--- src/sv/dssm_pkg.sv ---
// Package: types, codes and constants of the dual stack block
package dssm_pkg;

  localparam int DEPTH_DEF = 64;
  localparam int DATA_W    = 32;
  localparam int CAP_W     = 7;
  localparam int IN_W      = 40;
  localparam int OUT_W     = 40;
  localparam logic [CAP_W-1:0] CAP_RESET = 7'd64;

  typedef enum logic [2:0] {
    REQ_PUSH_LO = 3'd0,
    REQ_PUSH_HI = 3'd1,
    REQ_POP_LO  = 3'd2,
    REQ_POP_HI  = 3'd3,
    REQ_PEEK_LO = 3'd4,
    REQ_PEEK_HI = 3'd5
  } req_t;

  typedef enum logic [1:0] {
    ST_OK        = 2'd0,
    ST_OVERFLOW  = 2'd1,
    ST_UNDERFLOW = 2'd2
  } status_t;

  typedef enum logic [1:0] {
    S_IDLE   = 2'd0,
    S_EXEC   = 2'd1,
    S_FINISH = 2'd2
  } state_t;

  // Controller to datapath commands
  typedef struct packed {
    logic take;
    logic exec;
    logic out_load;
  } cmd_t;

  // Datapath to controller status
  typedef struct packed {
    logic out_free;
  } sts_t;

endpackage

--- src/sv/dssm_ram.sv ---
// Generic single-write, single-read RAM with registered read data
module dssm_ram #(
  parameter int WIDTH = 32,
  parameter int DEPTH = 64
) (
  input  logic                     clk,
  input  logic                     we,
  input  logic [$clog2(DEPTH)-1:0] waddr,
  input  logic [WIDTH-1:0]         wdata,
  input  logic                     re,
  input  logic [$clog2(DEPTH)-1:0] raddr,
  output logic [WIDTH-1:0]         rdata_r
);

  logic [WIDTH-1:0] mem [DEPTH];

  // Write and registered read
  always_ff @(posedge clk) begin
    if (we) begin
      mem[waddr] <= wdata;
    end
    if (re) begin
      rdata_r <= mem[raddr];
    end
  end

endmodule

--- src/sv/dssm_ctrl.sv ---
// Controller: sequences accept, store access and result load
module dssm_ctrl (
  input  logic          clk,
  input  logic          rst_n,
  input  logic          in_tvalid,
  output logic          in_tready,
  input  dssm_pkg::sts_t sts,
  output dssm_pkg::cmd_t cmd
);
  import dssm_pkg::*;

  state_t state_r, state_nxt;

  // State register
  always_ff @(posedge clk) begin
    if (!rst_n) begin
      state_r <= S_IDLE;
    end else begin
      state_r <= state_nxt;
    end
  end

  // Next state and commands
  always_comb begin
    state_nxt    = state_r;
    in_tready    = 1'b0;
    cmd.take     = 1'b0;
    cmd.exec     = 1'b0;
    cmd.out_load = 1'b0;
    unique case (state_r)
      S_IDLE: begin
        in_tready = 1'b1;
        if (in_tvalid) begin
          cmd.take  = 1'b1;
          state_nxt = S_EXEC;
        end
      end
      S_EXEC: begin
        cmd.exec  = 1'b1;
        state_nxt = S_FINISH;
      end
      S_FINISH: begin
        if (sts.out_free) begin
          cmd.out_load = 1'b1;
          state_nxt    = S_IDLE;
        end
      end
      default: begin
        state_nxt = S_IDLE;
      end
    endcase
  end

endmodule

--- src/sv/dssm_dpath.sv ---
// Datapath: stack counts, capacity, shared store and result register
module dssm_dpath #(
  parameter int DEPTH = dssm_pkg::DEPTH_DEF
) (
  input  logic                       clk,
  input  logic                       rst_n,
  input  logic [dssm_pkg::IN_W-1:0]  in_tdata,
  output logic                       out_tvalid,
  input  logic                       out_tready,
  output logic [dssm_pkg::OUT_W-1:0] out_tdata,
  input  logic                       cfg_we,
  input  logic [dssm_pkg::CAP_W-1:0] cfg_wdata,
  input  dssm_pkg::cmd_t             cmd,
  output dssm_pkg::sts_t             sts
);
  import dssm_pkg::*;

  localparam int AW = $clog2(DEPTH);
  localparam int CW = $clog2(DEPTH + 1);
  localparam int XW = (CW > CAP_W) ? CW : CAP_W;

  req_t              req_r;
  logic [DATA_W-1:0] val_r;
  logic [CAP_W-1:0]  cap_r;
  logic [CW-1:0]     low_r, low_nxt;
  logic [CW-1:0]     high_r, high_nxt;
  status_t           st_r, st_nxt;
  logic              use_rd_r, use_rd_nxt;
  logic              out_valid_r;
  logic [DATA_W-1:0] out_data_r;
  status_t           out_st_r;

  logic [XW-1:0]     cap_x;
  logic [CW-1:0]     eff_cap;
  logic [CW:0]       fill;
  logic              full;
  logic              ram_we, ram_re;
  logic [AW-1:0]     ram_waddr, ram_raddr;
  logic [DATA_W-1:0] ram_rdata;

  // Effective capacity, saturated to the store depth
  assign cap_x   = XW'(cap_r);
  assign eff_cap = (cap_x > XW'(DEPTH)) ? CW'(DEPTH) : CW'(cap_x);
  assign fill    = {1'b0, low_r} + {1'b0, high_r};
  assign full    = (fill >= {1'b0, eff_cap});

  // Decode the held request into store access and count updates
  always_comb begin
    low_nxt    = low_r;
    high_nxt   = high_r;
    st_nxt     = ST_OK;
    use_rd_nxt = 1'b0;
    ram_we     = 1'b0;
    ram_re     = 1'b0;
    ram_waddr  = AW'(low_r);
    ram_raddr  = AW'(low_r - CW'(1));
    unique case (req_r) inside
      REQ_PUSH_LO: begin
        if (full) begin
          st_nxt = ST_OVERFLOW;
        end else begin
          ram_we    = 1'b1;
          ram_waddr = AW'(low_r);
          low_nxt   = low_r + CW'(1);
        end
      end
      REQ_PUSH_HI: begin
        if (full) begin
          st_nxt = ST_OVERFLOW;
        end else begin
          ram_we    = 1'b1;
          ram_waddr = AW'(eff_cap - CW'(1) - high_r);
          high_nxt  = high_r + CW'(1);
        end
      end
      REQ_POP_LO, REQ_PEEK_LO: begin
        if (low_r == '0) begin
          st_nxt = ST_UNDERFLOW;
        end else begin
          ram_re     = 1'b1;
          use_rd_nxt = 1'b1;
          ram_raddr  = AW'(low_r - CW'(1));
          if (req_r == REQ_POP_LO) begin
            low_nxt = low_r - CW'(1);
          end
        end
      end
      REQ_POP_HI, REQ_PEEK_HI: begin
        if (high_r == '0) begin
          st_nxt = ST_UNDERFLOW;
        end else begin
          ram_re     = 1'b1;
          use_rd_nxt = 1'b1;
          ram_raddr  = AW'(eff_cap - high_r);
          if (req_r == REQ_POP_HI) begin
            high_nxt = high_r - CW'(1);
          end
        end
      end
      default: begin
        st_nxt = ST_OK;
      end
    endcase
  end

  // Capture the incoming request
  always_ff @(posedge clk) begin
    if (cmd.take) begin
      req_r <= req_t'(in_tdata[2:0]);
      val_r <= in_tdata[34:3];
    end
  end

  // Counts, capacity and execute outcome
  always_ff @(posedge clk) begin
    if (!rst_n) begin
      low_r    <= '0;
      high_r   <= '0;
      cap_r    <= CAP_RESET;
      st_r     <= ST_OK;
      use_rd_r <= 1'b0;
    end else begin
      if (cmd.exec) begin
        low_r    <= low_nxt;
        high_r   <= high_nxt;
        st_r     <= st_nxt;
        use_rd_r <= use_rd_nxt;
      end
      // Take a new capacity only while both stacks are empty
      if (cfg_we && low_r == '0 && high_r == '0) begin
        cap_r <= cfg_wdata;
      end
    end
  end

  dssm_ram #(
    .WIDTH(DATA_W),
    .DEPTH(DEPTH)
  ) u_ram (
    .clk    (clk),
    .we     (cmd.exec & ram_we),
    .waddr  (ram_waddr),
    .wdata  (val_r),
    .re     (cmd.exec & ram_re),
    .raddr  (ram_raddr),
    .rdata_r(ram_rdata)
  );

  // Result register: load on command, drop when taken
  always_ff @(posedge clk) begin
    if (!rst_n) begin
      out_valid_r <= 1'b0;
    end else if (cmd.out_load) begin
      out_valid_r <= 1'b1;
    end else if (out_tready) begin
      out_valid_r <= 1'b0;
    end
  end

  always_ff @(posedge clk) begin
    if (cmd.out_load) begin
      out_data_r <= use_rd_r ? ram_rdata : '0;
      out_st_r   <= st_r;
    end
  end

  assign sts.out_free = !out_valid_r || out_tready;
  assign out_tvalid   = out_valid_r;
  assign out_tdata    = {6'd0, out_st_r, out_data_r};

endmodule

--- src/sv/dual_stack_shared_memory.sv ---
// Top level: two stacks sharing one store, stream request and result ports
//
// Two stacks live in one store of DEPTH 32-bit words: the low stack grows up
// from entry 0, the high stack grows down from entry capacity-1 (capacity
// saturates at DEPTH). Each request pushes, pops or peeks one stack and gives
// one result with a value and a status (ok, overflow, underflow); a push when
// the stacks fill the capacity is dropped with overflow, a pop or peek of an
// empty stack gives underflow and value zero. A request passes through accept,
// one store access, then the result load, the registered read of the store
// RAM setting the middle step; the result load waits until the result
// register is free, a new request is taken only after the previous result is
// loaded, and a request may be accepted while the previous result still waits.
// Write capacity only while idle; it is ignored unless both stacks are empty.
module dual_stack_shared_memory #(
  parameter int DEPTH = dssm_pkg::DEPTH_DEF
) (
  input  logic                       clk,
  input  logic                       rst_n,
  input  logic                       in_tvalid,
  output logic                       in_tready,
  // [2:0] req_type, [34:3] push_value, [39:35] zero
  input  logic [dssm_pkg::IN_W-1:0]  in_tdata,
  output logic                       out_tvalid,
  input  logic                       out_tready,
  // [31:0] read_value, [33:32] status, [39:34] zero
  output logic [dssm_pkg::OUT_W-1:0] out_tdata,
  input  logic                       cfg_we,
  input  logic [dssm_pkg::CAP_W-1:0] cfg_wdata
);
  import dssm_pkg::*;

  cmd_t cmd;
  sts_t sts;

  dssm_ctrl u_ctrl (
    .clk      (clk),
    .rst_n    (rst_n),
    .in_tvalid(in_tvalid),
    .in_tready(in_tready),
    .sts      (sts),
    .cmd      (cmd)
  );

  dssm_dpath #(
    .DEPTH(DEPTH)
  ) u_dpath (
    .clk       (clk),
    .rst_n     (rst_n),
    .in_tdata  (in_tdata),
    .out_tvalid(out_tvalid),
    .out_tready(out_tready),
    .out_tdata (out_tdata),
    .cfg_we    (cfg_we),
    .cfg_wdata (cfg_wdata),
    .cmd       (cmd),
    .sts       (sts)
  );

endmodule

--- config.mk ---
export PLATFORM = sky130hd
export DESIGN_NAME = dual_stack_shared_memory
export DESIGN_NICKNAME = d
export VERILOG_FILES = /design/src/sv/dssm_pkg.sv /design/src/sv/dssm_ram.sv /design/src/sv/dssm_ctrl.sv /design/src/sv/dssm_dpath.sv /design/src/sv/dual_stack_shared_memory.sv
export SDC_FILE = /design/constraint.sdc
export NUM_CORES = 2
export LEC_CHECK = 0
export BUFFER_PORTS_ARGS = -buffer_cell sky130_fd_sc_hd__buf_2
export CAP_MARGIN = 20
export CORE_UTILIZATION = 39
export DETAILED_ROUTE_END_ITERATION = 8
export PLACE_DENSITY = 0.66
export SYNTH_ARGS = -nofsm -noshare
export SYNTH_HDL_FRONTEND = slang
export SYNTH_SLANG_ARGS = --single-unit
--- constraint.sdc ---
create_clock -name clk -period 7 [get_ports clk]
set_clock_uncertainty 0.05 [all_clocks]
set_input_delay 0.7 -clock clk [delete_from_list [all_inputs] [get_ports clk]]
set_output_delay 0.7 -clock clk [all_outputs]
set_load 0.01 [all_outputs]
==> impl_metrics.env <==
export IMPL_ant_nets=0
export IMPL_numCtsBuffers=202
export IMPL_clkTransAtPathRegs_ns=0.07
export IMPL_finalCritPeriodShare_pct=84.2
export IMPL_die_w_um=467
export IMPL_cp_max_fo=32
export IMPL_async_reset_ff_share_pct=0
export IMPL_ir_worst_vdd_v=0.000249
export IMPL_design_area_um2=96000
export IMPL_max_freq_ghz=0.170
export IMPL_root_buffer="clkbuf_16"
export IMPL_num_rows=170
export IMPL_fin_tns_setup_ns=0
export IMPL_setup_violations=0
export IMPL_synth_seq_cells=2176
export IMPL_powerDensity_nw_per_um2=278
export IMPL_yosysSeqAreaShare_pct=77.2
export IMPL_holdWs_ns=0.0521
export IMPL_fill_cells=18300
export IMPL_viasPerCell=5.69
export IMPL_track_usage_pct=20.1
export IMPL_post_route_util_pct=44.7
export IMPL_yosys_most_used_dff="edfxtp_1"
export IMPL_hold_viol_final=0
export IMPL_drv_slew=0
export IMPL_antenna_found_initial=8
export IMPL_cts_tree="built"
export IMPL_grt_max_degree=129
export IMPL_synthCells=5095
export IMPL_synth_edf_count=2149
export IMPL_yosysWarnings=0
export IMPL_grt_overflow=0
export IMPL_place_area_um2=89300
export IMPL_holdCritPathClass="in2reg"
export IMPL_cts_sinks=2176
export IMPL_die_h_um=467
export IMPL_insertion_delay_ns=0.86
export IMPL_rsz0062_at_grt="no"
export IMPL_clockBufferDepth=3
export IMPL_io_pins=94
export IMPL_grt_pass1_wl_um=316000
export IMPL_ys_types=63
export IMPL_drive_gt1_share_pct=16.5
export IMPL_htreeDepth=4
export IMPL_p_leak_nw=30.4
export IMPL_routed_wl_um=222000
export IMPL_avgRoutedWirePerCell_um=26.7
export IMPL_port_buffer_count=82
export IMPL_ctsResizeCount=0
export IMPL_grt_pass1_vias=45300
export IMPL_die_area_um2=218000
export IMPL_cp_required_ns=7.42
export IMPL_cap_violations=0
export IMPL_post_dp_hpwl_um=122000
export IMPL_synth_area_um2=84300
export IMPL_power_mw=26.7
export IMPL_post_route_min_period_ns=5.90
export IMPL_vias=47300
export IMPL_drc=0
export IMPL_design_core_area_um2=215000
export IMPL_cts_setup_buffers=0
export IMPL_synth_avg_cell_area_um2=16.6
export IMPL_endpoint_kind="flip-flop"
export IMPL_tightest_slew_ns=1.34
export IMPL_status="completed"
export IMPL_layout_nets=5382
export IMPL_cp_arrival_ns=6.31
export IMPL_area_growth_pct=13.9
export IMPL_dr_pass1_iters=8
export IMPL_critPathKind="reg2reg"
export IMPL_maxSlewHeadroom_pct=10.6
export IMPL_first_iter_violations=6720
export IMPL_initial_core_util_pct=39.3
export IMPL_critPathLaunchType="flip-flop"
export IMPL_gp_congestion=0.834
## critical path, cell delays in order (launching register included)
cell and delay, ns:
dfxtp_1 0.43, ha_1 0.27, fa_1 0.40, a21oi_1 0.18, nor2_1 0.06, nor2_1 0.15
o21bai_1 0.09, a21oi_1 0.18, xnor2_1 0.15, ha_1 0.27, nor2b_1 0.14, a2111oi_0 0.51
o221ai_1 0.27, buf_4 0.26, nor4_1 0.77, o21ai_2 0.12, buf_4 0.27, nor2_4 0.91
## final cells by class
class	count	area (um2)	area share [%]
timing repair buffer	309	2500	2.61
antenna	1	2.50	0.00261
clock inverter	115	1020	1.06
inverter	26	97.6	0.102
tap	2838	3550	3.70
sequential	2176	65100	67.8
multi-input combinational	2584	18400	19.2
clock buffer	255	5320	5.54
## synthesized netlist by cell type, types with 33 or more instances
library cell,n,area share (%)
a21oi_1,82,0.49
a22oi_1,124,1.1
a31oi_1,70,0.52
a32oi_1,36,0.37
and2_1,35,0.26
buf_2,72,0.43
clkbuf_1,187,0.83
edfxtp_1,2149,77
mux2i_1,37,0.44
mux4_2,251,6.7
nand2_1,1010,4.5
nand3_1,453,2.7
nand4_1,98,0.73
nor2_1,80,0.36
o21ai_0,46,0.27
o221ai_1,33,0.34
## sequential cells by signal, summed over array words and instances (netlist names)
name / count
u_dpath.st_r: 2
u_dpath.out_data_r: 32
u_ctrl.state_r: 2
u_dpath.u_ram.mem: 2048
u_dpath.u_ram.rdata_r: 32
u_dpath.low_r: 7
u_dpath.out_tvalid: 1
u_dpath.req_r: 3
u_dpath.out_st_r: 2
u_dpath.val_r: 32
u_dpath.use_rd_r: 1
u_dpath.high_r: 7
u_dpath.cap_r: 7
## kinds of logic (layout without fill, tap and decap cells)
logic type,count (synthesis),after routing,synth area share [%]
compound gates,482,482,4.01
xor+xnor,26,26,0.270
fa+ha+maj,31,31,0.496
buf+inv,340,705,1.80
flops,2176,2176,77.2
mux,291,291,7.19
other cells,1,7,0.00445
simple gates,1748,1748,9.07
## power by group
group / switching (mW) / leakage [nW] / internal (mW)
combinational: 1.20 / 7.75 / 0.457
sequential: 0.0160 / 19.6 / 14.4
clock: 4.76 / 3.08 / 5.88
## cell usage in the layout (no fill, tap or decap), drive strengths merged, types with 6 or more instances in the layout
cell type | netlist | layout
a32oi | 36 | 36
conb | 1 | 6
a221o | 31 | 31
clkbuf | 187 | 255
xor2 | 8 | 8
a31oi | 70 | 70
dfxtp | 27 | 27
nand4 | 98 | 98
nand3 | 453 | 453
o221ai | 33 | 33
ha | 27 | 27
xnor2 | 18 | 18
inv | 25 | 37
or3 | 13 | 13
o22ai | 6 | 6
dlygate4sd3 | 0 | 35
a21oi | 82 | 82
nor3 | 14 | 14
or4 | 6 | 6
a22oi | 124 | 124
mux2i | 37 | 37
and2 | 35 | 35
clkinv | 1 | 83
mux4 | 251 | 251
nand2 | 1010 | 1010
buf | 127 | 274
nand2b | 8 | 8
nor2 | 80 | 80
nor2b | 7 | 7
edfxtp | 2149 | 2149
clkinvlp | 0 | 8
nor4 | 12 | 12
a21o | 8 | 8
o21ai | 55 | 55
o211ai | 7 | 7
bufinv | 0 | 13
## what timing repair did
action,in CTS,in global routing
hold buffers,35,0
setup endpoints to repair,0,0
endpoints found under the hold margin,35,0
## final timing paths
kind                                       from                                  end  slack, ns  cells after the start
hold / removal                        in_tvalid       u_ctrl.state_r[0]$_SDFFE_PN0P_       0.05                      2
setup / recovery  u_dpath.low_r[0]$_SDFFE_PN0P_  u_dpath.u_ram.mem[41][26]$_DFFE_PP_       1.10                     17
hold reg to reg    u_dpath.st_r[1]$_SDFFE_PN0P_        u_dpath.out_st_r[1]$_DFFE_PP_       0.38                      0
setup reg to reg  u_dpath.low_r[0]$_SDFFE_PN0P_  u_dpath.u_ram.mem[41][26]$_DFFE_PP_       1.10                     17
## through the flow
stage                     instances  setup WS, ns
final                          8304          1.10
after global routing           8303         0.677
after CTS                      8302          1.12
after floorplan                5100        -0.288
after detailed placement       7897          1.15
after global placement         7896          1.18
## routing by layer
metal	vias up	routed length, um	GRT usage (%)
li1	20300	-	-
met1	24300	86900	27.5
met2	2442	104000	31.6
met3	326	22600	3.95
met4	6	8430	7.80
met5	-	41	0
No activity file was read; power rests on OpenSTA's default activity.
